--- config.mk ---
export PLATFORM = sky130hd
export DESIGN_NAME = device_presence_table_unit
export DESIGN_NICKNAME = d
export VERILOG_FILES = /design/src/design/dpt_pkg.sv /design/src/design/device_presence_table_unit.sv /design/src/design/dpt_ram.sv
export SDC_FILE = /design/constraint.sdc
export NUM_CORES = 2
export LEC_CHECK = 0
export BUFFER_PORTS_ARGS = -buffer_cell sky130_fd_sc_hd__buf_2
export CORE_MARGIN = 2
export CORE_UTILIZATION = 45
export DETAILED_ROUTE_END_ITERATION = 6
export GPL_TIMING_DRIVEN = 1
export PLACE_DENSITY = 0.6
export SLEW_MARGIN = 0
export SYNTH_ARGS = -nofsm -noshare
export SYNTH_HDL_FRONTEND = slang
export SYNTH_SLANG_ARGS = --single-unit
--- constraint.sdc ---
create_clock -name clk -period 8.9 [get_ports clk]
set_input_delay 0.89 -clock clk [delete_from_list [all_inputs] [get_ports clk]]
set_output_delay 0.89 -clock clk [all_outputs]
set_load 0.005 [all_outputs]
--- src/design/dpt_pkg.sv ---
package dpt_pkg;

  // result status codes
  localparam logic [2:0] ST_ADDED     = 3'd0;
  localparam logic [2:0] ST_UPDATED   = 3'd1;
  localparam logic [2:0] ST_STARTED   = 3'd2;
  localparam logic [2:0] ST_FULL      = 3'd3;
  localparam logic [2:0] ST_ENDED     = 3'd4;
  localparam logic [2:0] ST_NO_CHANGE = 3'd5;

  // request function codes
  localparam logic FUNC_REPORT = 1'b0;
  localparam logic FUNC_SWEEP  = 1'b1;

  localparam int ADDR_W   = 48;
  localparam int TIME_W   = 32;
  localparam int STATUS_W = 3;
  localparam int SLOT_W   = 4;

  // table store word: address above last-seen time
  localparam int ENTRY_W = ADDR_W + TIME_W;

  typedef struct packed {
    logic [STATUS_W-1:0] status;
    logic [SLOT_W-1:0]   slot_index;
    logic                slot_valid;
  } result_t;

endpackage

--- src/design/device_presence_table_unit.sv ---
// Channel   Signals                                           Direction  Handshake
// request   func, device_address, name_present, time_now      in         start && !busy
// result    status, slot_index, slot_valid                    out        done (one cycle)
// config    cfg_data (silence_timeout)                        in         cfg_write
//
// One request at a time. The sequencer walks the table through one shared
// compare unit (48-bit address match / 32-bit age compare), one entry per
// cycle, fed by the single read port of the entry RAM. A hit stops the walk;
// a miss walks all TABLE_DEPTH entries. The request is latched on accept, each
// RAM read is registered before its compare, and done is registered from the
// compare that ends the walk. busy is low in the cycle done is high, so the
// next request may be taken then. Reset clears occupied/broadcasting flags
// at once; the RAM needs no clearing since only occupied entries can hit.
// The receiver cannot stall: done is a one-cycle strobe.
module device_presence_table_unit #(
  parameter int TABLE_DEPTH = 16
) (
  input  logic                            clk,
  input  logic                            rst,
  // request
  input  logic                            start,
  output logic                            busy,
  input  logic                            func,
  input  logic [dpt_pkg::ADDR_W-1:0]      device_address,
  input  logic                            name_present,
  input  logic [dpt_pkg::TIME_W-1:0]      time_now,
  // config
  input  logic                            cfg_write,
  input  logic [dpt_pkg::TIME_W-1:0]      cfg_data,
  // result
  output logic                            done,
  output logic [dpt_pkg::STATUS_W-1:0]    status,
  output logic [dpt_pkg::SLOT_W-1:0]      slot_index,
  output logic                            slot_valid
);

  localparam int IW = (TABLE_DEPTH > 1) ? $clog2(TABLE_DEPTH) : 1;
  localparam int CW = $clog2(TABLE_DEPTH + 1);
  localparam logic [IW-1:0] LAST_IDX = IW'(TABLE_DEPTH - 1);
  localparam logic [CW-1:0] DEPTH_C  = CW'(TABLE_DEPTH);

  localparam logic S_IDLE = 1'b0;
  localparam logic S_WALK = 1'b1;

  logic state, state_next;

  // latched request
  logic                         func_q;
  logic [dpt_pkg::ADDR_W-1:0]   addr_q;
  logic                         named_q;
  logic [dpt_pkg::TIME_W-1:0]   now_q;

  logic [dpt_pkg::TIME_W-1:0]   silence_timeout;

  // walk pointers: rd_idx issues RAM reads, cmp_idx is the entry whose data is on rdata
  logic [CW-1:0] rd_idx, rd_idx_next;
  logic [IW-1:0] cmp_idx, cmp_idx_next;
  logic          cmp_vld, cmp_vld_next;
  logic          free_found, free_found_next;
  logic [IW-1:0] free_idx, free_idx_next;

  logic [TABLE_DEPTH-1:0] occupied;
  logic [TABLE_DEPTH-1:0] broadcasting;

  // RAM port
  logic                          ram_we;
  logic [IW-1:0]                 ram_waddr;
  logic [dpt_pkg::ENTRY_W-1:0]   ram_wdata;
  logic [dpt_pkg::ENTRY_W-1:0]   ram_rdata;

  // shared compare unit
  logic [dpt_pkg::TIME_W-1:0] age;
  logic occ_cur, bc_cur, addr_match, age_ok, hit, last;

  // finish controls
  logic                 finish;
  logic                 bc_clr;
  dpt_pkg::result_t     res_next, res;
  logic [IW-1:0]        res_idx;
  logic [IW+dpt_pkg::SLOT_W-1:0] slot_wide;

  dpt_ram #(
    .WIDTH (dpt_pkg::ENTRY_W),
    .DEPTH (TABLE_DEPTH)
  ) u_entry_ram (
    .clk   (clk),
    .we    (ram_we),
    .waddr (ram_waddr),
    .wdata (ram_wdata),
    .raddr (rd_idx[IW-1:0]),
    .rdata (ram_rdata)
  );

  assign occ_cur    = occupied[cmp_idx];
  assign bc_cur     = broadcasting[cmp_idx];
  assign addr_match = ram_rdata[dpt_pkg::ENTRY_W-1:dpt_pkg::TIME_W] == addr_q;
  // wrap-around age, modulo 2^32
  assign age        = now_q - ram_rdata[dpt_pkg::TIME_W-1:0];
  assign age_ok     = age >= silence_timeout;
  assign hit        = cmp_vld && occ_cur &&
                      ((func_q == dpt_pkg::FUNC_SWEEP) ? (bc_cur && age_ok) : addr_match);
  assign last       = cmp_vld && (cmp_idx == LAST_IDX);

  assign ram_wdata  = {addr_q, now_q};
  assign slot_wide  = {{dpt_pkg::SLOT_W{1'b0}}, res_idx};

  always_comb begin
    state_next      = state;
    rd_idx_next     = rd_idx;
    cmp_idx_next    = cmp_idx;
    cmp_vld_next    = 1'b0;
    free_found_next = free_found;
    free_idx_next   = free_idx;
    finish          = 1'b0;
    ram_we          = 1'b0;
    ram_waddr       = cmp_idx;
    bc_clr          = 1'b0;
    res_idx         = cmp_idx;
    res_next.status     = dpt_pkg::ST_NO_CHANGE;
    res_next.slot_valid = 1'b0;

    unique case (state)
      S_IDLE: begin
        if (start) begin
          state_next      = S_WALK;
          rd_idx_next     = '0;
          free_found_next = 1'b0;
        end
      end
      S_WALK: begin
        if (rd_idx < DEPTH_C) begin
          rd_idx_next  = rd_idx + 1'b1;
          cmp_idx_next = rd_idx[IW-1:0];
          cmp_vld_next = 1'b1;
        end
        // remember lowest free slot in case of a report miss
        if (cmp_vld && !occ_cur && !free_found) begin
          free_found_next = 1'b1;
          free_idx_next   = cmp_idx;
        end
        if (hit) begin
          finish = 1'b1;
          res_next.slot_valid = 1'b1;
          if (func_q == dpt_pkg::FUNC_SWEEP) begin
            res_next.status = dpt_pkg::ST_ENDED;
            bc_clr          = 1'b1;
          end else begin
            res_next.status = bc_cur ? dpt_pkg::ST_UPDATED : dpt_pkg::ST_STARTED;
            ram_we          = 1'b1;
          end
        end else if (last) begin
          finish = 1'b1;
          if (func_q == dpt_pkg::FUNC_REPORT) begin
            if (free_found || !occ_cur) begin
              res_idx             = free_found ? free_idx : cmp_idx;
              ram_waddr           = res_idx;
              ram_we              = 1'b1;
              res_next.status     = dpt_pkg::ST_ADDED;
              res_next.slot_valid = 1'b1;
            end else begin
              res_next.status = dpt_pkg::ST_FULL;
            end
          end
        end
        if (finish) begin
          state_next   = S_IDLE;
          cmp_vld_next = 1'b0;
        end
      end
      default: begin
        state_next = S_IDLE;
      end
    endcase

    res_next.slot_index = res_next.slot_valid ? slot_wide[dpt_pkg::SLOT_W-1:0] : '0;
  end

  always_ff @(posedge clk) begin
    if (rst) begin
      state           <= S_IDLE;
      cmp_vld         <= 1'b0;
      free_found      <= 1'b0;
      occupied        <= '0;
      broadcasting    <= '0;
      silence_timeout <= '0;
      done            <= 1'b0;
    end else begin
      state      <= state_next;
      cmp_vld    <= cmp_vld_next;
      free_found <= free_found_next;
      done       <= finish;
      if (cfg_write) begin
        silence_timeout <= cfg_data;
      end
      // a nameless report still refreshes the entry but leaves it free
      if (ram_we) begin
        occupied[ram_waddr]     <= named_q;
        broadcasting[ram_waddr] <= 1'b1;
      end
      if (bc_clr) begin
        broadcasting[cmp_idx] <= 1'b0;
      end
    end
  end

  // payload registers
  always_ff @(posedge clk) begin
    rd_idx   <= rd_idx_next;
    cmp_idx  <= cmp_idx_next;
    free_idx <= free_idx_next;
    if (finish) begin
      res <= res_next;
    end
    if (start && !busy) begin
      func_q  <= func;
      addr_q  <= device_address;
      named_q <= name_present;
      now_q   <= time_now;
    end
  end

  assign busy       = (state != S_IDLE);
  assign status     = res.status;
  assign slot_index = res.slot_index;
  assign slot_valid = res.slot_valid;

  // result strobe lands with the sequencer back in idle
  a_done_idle: assert property (@(posedge clk) disable iff (rst) done |-> !busy)
    else $error("result strobe while sequencer busy");

  // one result per request: done never stays high
  a_done_pulse: assert property (@(posedge clk) disable iff (rst) done |=> !done)
    else $error("result strobe longer than one cycle");

  // accepted request always starts a walk
  a_accept_busy: assert property (@(posedge clk) disable iff (rst)
    (start && !busy) |=> busy)
    else $error("request accepted but sequencer not busy");

  // a named slot only goes with statuses that affect an entry
  a_slot_status: assert property (@(posedge clk) disable iff (rst)
    (done && slot_valid) |-> (status != dpt_pkg::ST_FULL && status != dpt_pkg::ST_NO_CHANGE))
    else $error("slot marked valid on full or no-change result");

endmodule

--- src/design/dpt_ram.sv ---
module dpt_ram #(
  parameter int WIDTH = 8,
  parameter int DEPTH = 16
) (
  input  logic                                   clk,
  input  logic                                   we,
  input  logic [(DEPTH > 1 ? $clog2(DEPTH) : 1)-1:0] waddr,
  input  logic [WIDTH-1:0]                       wdata,
  input  logic [(DEPTH > 1 ? $clog2(DEPTH) : 1)-1:0] raddr,
  output logic [WIDTH-1:0]                       rdata
);

  logic [WIDTH-1:0] mem [DEPTH];

  always_ff @(posedge clk) begin
    if (we) begin
      mem[waddr] <= wdata;
    end
    rdata <= mem[raddr];
  end

endmodule

# [Yosys cells after proc, flatten, opt, wreduce, memory -nomap -nowiden]
# Memories as Yosys holds them, arrays and structs flattened. A register that Yosys moved wholly into a read port is not among the register bits.
# Cells that the tools add are included.
[word_totals] ff_bits=171 ramBits=1280 inputBits=118 wordCells=105 memories=1
[mem_list] name="u_entry_ram.mem" depth=16 word_bits=80 rd=1 rd_clocked_by_memory_dff=1 write_ports=1 line="dpt_ram.sv:13" source="logic [WIDTH-1:0] mem [DEPTH];"
[classes] n_addsub=2 order_cmp=6 n_eq_ne=5 muxes=52 bitwise=4 reduce_logical=18
[ops] op="48-bit == test" count=1
[ops] op="16-bit two-way mux" count=3
[ops] op="32-bit >= comparator" count=1
[ops] op="32-bit subtractor" count=1
[ops] op="1-bit two-way mux" count=27
[ops] op="4-bit two-way mux" count=6
[ops] op="16-bit AND" count=1
[ops] op="16-bit bitwise mux" count=1
[ops] op="16-bit NOT" count=1
[ops] op="16-bit OR" count=1
[ops] op="3-bit two-way mux" count=4
[ops] op="4-bit by 5-bit less-than comparator with 1-bit output (second input constant)" count=2
[ops] op="5-bit two-way mux" count=2
[ops] op="5-bit one-hot mux with 2 select lines" count=1
[ops] op="1-bit logical AND" count=9
[ops] op="1-bit binary-select mux with 4-bit select" count=2
[ops] op="1-bit demux with 4-bit select" count=2
[ops] op="4-bit by 1-bit >= comparator with 1-bit output (second input constant)" count=2
[ops] op="2-bit AND reduction" count=4
[ops] op="5-bit by 1-bit adder with 5-bit output (second input constant)" count=1
[ops] op="5-bit less-than comparator (second input constant)" count=1
[ops] op="4-bit == test (second input constant)" count=1
[ops] op="2-bit two-way mux" count=2
[ops] op="2-bit by 1-bit inequality test with 1-bit output (second input constant)" count=2
[ops] op="6 further kinds" count=9

# [Depth between registers and ports, before layout]
[logic_depth] word_depth=18 depth_mapped=24 mapped_depth_nobuf=23

# [Modules after synthesis]
# Synthesis repeated with hierarchy kept, for this count alone.
[hier_totals] hier_cells=2918 hier_area_um2=58720.1
[modules_own_cells] mod="dpt_ram" n_inst=1 cells_each=2054 area_each_um2=49422.4 seq_area_each_um2=40038.4
[modules_own_cells] mod="device_presence_table_unit" n_inst=1 cells_each=864 area_each_um2=9297.7 seq_area_each_um2=4454.3

# [Worst setup path before layout]
# OpenSTA, ideal clock, no wires.
[synth_timing] path_type="reg-to-reg" start="register now_q[1] (netlist name)" end="register occupied[12]" setup_time_ps=128 arrival_time_ps=8068 required_ps=8772 path_slack_ps=705 path_stages_with_launch=21 path_buffers=0 period_less_slack_ps=8195 path_cell_list="edfxtp_1 -> ha_1 -> nor2b_1 -> o31ai_1 -> a21oi_1 -> a211oi_1 -> o21ai_0 -> a21oi_1 -> o2111ai_1 -> a21oi_1 -> xnor2_1 -> ha_1 -> nand4_1 -> nor4_1 -> a221oi_1 -> a211o_1 -> o311a_1 -> o32a_1 -> nor3_2 -> mux2i_1 -> nor2_1"
[synth_via] elab_chain_cells=12 elab_cells_between_ends=15
[synth_rtl] element="start: declaration" line="device_presence_table_unit.sv:51" source="logic [dpt_pkg::TIME_W-1:0] now_q;"
[synth_rtl] element="start signal: assignment" line="device_presence_table_unit.sv:218" source="now_q <= time_now;"
[synth_rtl] element="32-bit subtractor *" line="device_presence_table_unit.sv:98" source="assign age = now_q - ram_rdata[dpt_pkg::TIME_W-1:0];"
[synth_rtl] element="32-bit >= comparator *" line="device_presence_table_unit.sv:99" source="assign age_ok = age >= silence_timeout;"
[synth_rtl] element="1-bit logical AND *" line="device_presence_table_unit.sv:101" source="((func_q == dpt_pkg::FUNC_SWEEP) ? (bc_cur && age_ok) : addr_match);"
[synth_rtl] element="1-bit two-way mux *" line="device_presence_table_unit.sv:101"
[synth_rtl] element="1-bit logical AND *" line="device_presence_table_unit.sv:100" source="assign hit = cmp_vld && occ_cur &&"
[synth_rtl] element="4-bit two-way mux" line="device_presence_table_unit.sv:141" source="if (hit) begin"
[synth_rtl] element="4-bit two-way mux" line="device_presence_table_unit.sv:122" source="unique case (state)"
[synth_rtl] element="4-bit by 5-bit less-than comparator with 1-bit output (not written as such) / 4-bit by 1-bit >= comparator with 1-bit output (equally long branches)" line="device_presence_table_unit.sv:197" source="occupied[ram_waddr] <= named_q;"
[synth_rtl] element="1-bit logical AND (not written as such)" line="device_presence_table_unit.sv:197"
[synth_rtl] element="1-bit two-way mux (not written as such)" line="device_presence_table_unit.sv:197"
[synth_rtl] element="1-bit demux with 4-bit select" line="device_presence_table_unit.sv:197"
[synth_rtl] element="16-bit bitwise mux" line="device_presence_table_unit.sv:197"
[synth_rtl] element="end signal: indexed assignment" line="device_presence_table_unit.sv:197"
[synth_rtl] element="end: declaration" line="device_presence_table_unit.sv:62" source="logic [TABLE_DEPTH-1:0] occupied;"
# Mark *: on every way between the ends. The rest lies on a longest branch, timed or not.
# A chain may end at the register's enable or synchronous reset.

# [Worst setup path after layout]
[layout_timing] start="register now_q[1] (netlist name)" end="memory u_entry_ram.mem[9][57] (netlist name), enable pin"
[layout_via] elab_chain_cells=9 elab_cells_between_ends=11
[layout_rtl] element="32-bit subtractor *" line="device_presence_table_unit.sv:98"
[layout_rtl] element="32-bit >= comparator *" line="device_presence_table_unit.sv:99"
[layout_rtl] element="1-bit logical AND *" line="device_presence_table_unit.sv:101"
[layout_rtl] element="1-bit two-way mux *" line="device_presence_table_unit.sv:101"
[layout_rtl] element="1-bit logical AND *" line="device_presence_table_unit.sv:100"
[layout_rtl] element="1-bit two-way mux" line="device_presence_table_unit.sv:141"
[layout_rtl] element="1-bit two-way mux" line="device_presence_table_unit.sv:122"
[layout_rtl] element="1-bit two-way mux" line="dpt_ram.sv:16" source="if (we) begin"
[layout_rtl] element="1-bit two-way mux (not written as such)" line="dpt_ram.sv:17" source="mem[waddr] <= wdata;"
[layout_rtl] element="end: declaration" line="dpt_ram.sv:13"
# Marked as above.

==> out/qor.csv <==
stage,metric,value,unit
status,status,"finished, final reports clean",
clock_tree,root_buffer,clkbuf_16,
grt,grt_pass1_vias,28800,
die,core,129000,µm²
layout,final_common_cell,edfxtp_1,
synthesis,synth_largest_area_cell,edfxtp_1,
routing,wl_per_cell,27.3,µm
hold_path,holdPathEnd,now_q[25],
routing,routed_wirelength,131000,µm
synthesis,ys_seq_area_share,75.8,%
clock_tree,cts_hold_buf,0,
clock_tree,cts.sinks,1531,
grt,grt_max_degree,151,
hold_path,min_path_cells,1,
routing,vias,27400,
layout,area.growth.synth_to_final,13.8,%
clock_tree,cts_made_buffers,156,
sta,min_period,7.67,ns
grt,grt_pass1_wl,193000,µm
synthesis,synthFlopType,edfxtp_1,
synthesis,syn_area_per_cell,21.6,µm²
clock_tree,path_clk_slew,0.06,ns
placement,pre_cts_slack,1.16,ns
sta,setup_ws,1.23,ns
critical_path,path_max_fanout,47,
sta,holdWs,0.302,ns
sta,worst_pin_slew,1.09,ns
clock_tree,clock_path_buffers,3,
synthesis,syn_nets,2897,
sta,rsz0062_at_grt,no,
synthesis,syn_inst,2714,
sta,fin_skew,0.0261,ns
synthesis,synth_seq_cells,1531,
pwr,max-vdd-ir-drop,0.207,mV
die,rows,132,
die,die_area,133000,µm²
layout,num-fill-cells,10200,
synthesis,synth_warnings,0,
sta,setup_viol,0,
run,drv_cap,0,
pwr,p_leak,21.7,nW
critical_path,cp-start-kind,flip-flop,
hold_path,hold_class,primary input to flip-flop,
sta,min_period_over_period,86.2,%
critical_path,reg2reg_to,u_entry_ram.mem[9][57],
critical_path,reg2reg_slack,1.23,ns
synthesis,synth_area,58700,µm²
placement,portBuffers,127,
die,start_util,45.4,%
synthesis,ys_top_cells_by_area,"edfxtp_1 71%, mux4_2 16%, dfxtp_1 5.0%",
critical_path,critPathArrivalTime,8.07,ns
layout,n_antenna_cell,0,
grt,antenna_found_initial,1,
critical_path,criticalPathCategory,flip-flop to flip-flop,
critical_path,regToRegStartpoint,now_q[1],
synthesis,async_flop_share,0,%
synthesis,synth_top_area_share,70.7,%
die,io_pins,128,
die,die_y,365,µm
layout,drive_above_1_share,27.8,%
grt,grt.overflow.total,0,
sta,clock.fmax,0.130,GHz
critical_path,cp.required,9.30,ns
critical_path,crit_path_end_kind,flip-flop,
sta,slew_headroom,27.3,%
clock_tree,htree_levels,4,
routing,post-route-drc-count,0,
layout,final_cell_mix,"1383 x edfxtp_1, 408 x mux4_2, 159 x clkbuf_16",
sta,finalSetupTns,0,ns
hold_path,min_from,time_now[25],
placement,dpl.hpwl,69800,µm
clock_tree,clk_latency,0.76,ns
critical_path,r2r_cells,19,
die,die_x,365,µm
grt,grt_usage,20.0,%
routing,ant_nets,0,
sta,hold_viol_final,0,
routing,vias_per_cell,5.69,
layout,final_nets,3120,
clock_tree,ctsResizeCount,0,
routing,drt_iter0_markers,2533,
synthesis,yosysUniqueCellTypes,76,
pwr,power_density,241,nW/µm²
synthesis,synth_edf_count,1383,
sta,slew_violations,0,
clock_tree,cts_tree,done,
placement,gp_congestion,0.854,
clock_tree,post_cts_buffers,0,
routing,dr.pass1.iters,7,
## synth_stat cells (3+ instances only)
cell          n
nor3_2        3
and2_1        6
nor3_1        5
o21a_1        9
and3_1        4
and4_1        4
a21oi_1      42
o21ai_0      20
buf_1        33
nor2_4        4
nor2_1       96
nand3_1      14
o211a_1       3
mux4_2      408
nand4_1      19
ha_1         64
edfxtp_1   1383
o21bai_1      4
dfxtp_1     148
o2111ai_1     3
buf_4         3
inv_1        83
a311oi_1      3
a21o_1       17
a31oi_1       6
o221a_2       4
nor2b_1       6
xnor2_1      68
a211oi_1      6
nor4_1        6
xor2_1       11
nand2b_1      7
mux2i_1      53
nand2_1      42
and2b_1       4
clkbuf_1     71
nand3b_1      5
## worst max-delay path by stage
stage	start	to	slack, ns	depth (start not counted)
after global routing	now_q[1]	u_entry_ram.mem[9][57]	0.84	19
after detailed placement	now_q[1]	u_entry_ram.mem[9][63]	1.16	19
after CTS	now_q[1]	u_entry_ram.mem[9][57]	1.18	19
final	now_q[1]	u_entry_ram.mem[9][57]	1.23	19
after global placement	now_q[1]	u_entry_ram.mem[11][52]	1.44	20
after floorplan	now_q[1]	occupied[12]	0.70	20
## critical path, stage by stage, from the launching register on
cell and delay [ns]:
edfxtp_1 0.70, ha_1 0.32, nor2b_1 0.14, o31ai_1 0.39
a21oi_1 0.27, a211oi_1 0.67, o21ai_0 0.42, a21oi_1 0.41
o2111ai_1 0.19, a21oi_1 0.22, xnor2_1 0.10, ha_1 0.32
nand4_1 0.13, nor4_1 0.44, a221oi_1 0.15, a211o_1 0.27
o311a_1 0.20, o41ai_1 0.78, and2b_4 0.68, buf_12 0.44
## kinds of logic after synthesis
kind of cell / Yosys count / share of synthesized area, %
xor+xnor: 79 / 1.18
simple gates: 238 / 2.07
mux: 464 / 16.6
buf+inv: 195 / 1.30
fa+ha+maj: 65 / 1.40
compound gates: 142 / 1.69
flops: 1531 / 75.8
## registers in the layout, indices dropped and copies added, names as in the netlist
register           count
broadcasting          16
named_q                1
addr_q                48
cmp_idx                4
cmp_vld                1
u_entry_ram.rdata     80
silence_timeout       32
occupied              16
slot_index             4
rd_idx                 5
func_q                 1
status                 3
free_found             1
u_entry_ram.mem     1280
busy                   1
now_q                 32
done                   1
slot_valid             1
free_idx               4
## per-stage QoR
step	utilization, %	power (mW)	area [µm²]	std cells
6_report	51.6	16.1	66800	4809
2_1_floorplan	-	9.31	58700	2714
5_1_grt	51.6	16.7	66800	4809
3_3_place_gp	47.7	9.76	61800	4521
3_5_place_dp	47.7	9.79	61800	4521
4_1_cts	51.6	16.3	66800	4809
## report_power, final
part | switching, mW | internal [mW] | leakage, nW | total [mW]
Sequential | 0.152 | 7.97 | 13.7 | 8.12
Clock | 2.67 | 3.81 | 2.52 | 6.48
Combinational | 0.784 | 0.713 | 5.43 | 1.50
## layout make-up
class                   count  area (µm²)  share of cell area [%]
flip-flops and latches   1531       44500                    66.6
multi-input cells         988       13500                    20.2
clock buffers             212        4350                    6.50
well taps                1742        2180                    3.26
repair buffers            176        1240                    1.86
clock inverters            76         751                    1.12
inverters                  84         325                   0.487
## per-layer routing
layer / global-route usage [%] / routed length (µm) / vias up / part of all wire (%)
li1: - / - / 11700 / -
met3: 2.91 / 6780 / 193 / 5.2
met5: 0 / 0 / - / 0
met4: 5.28 / 2540 / 0 / 1.9
met1: 28.5 / 57300 / 14700 / 44
met2: 32.5 / 64700 / 831 / 49
Power figures use the tool's default switching activity.
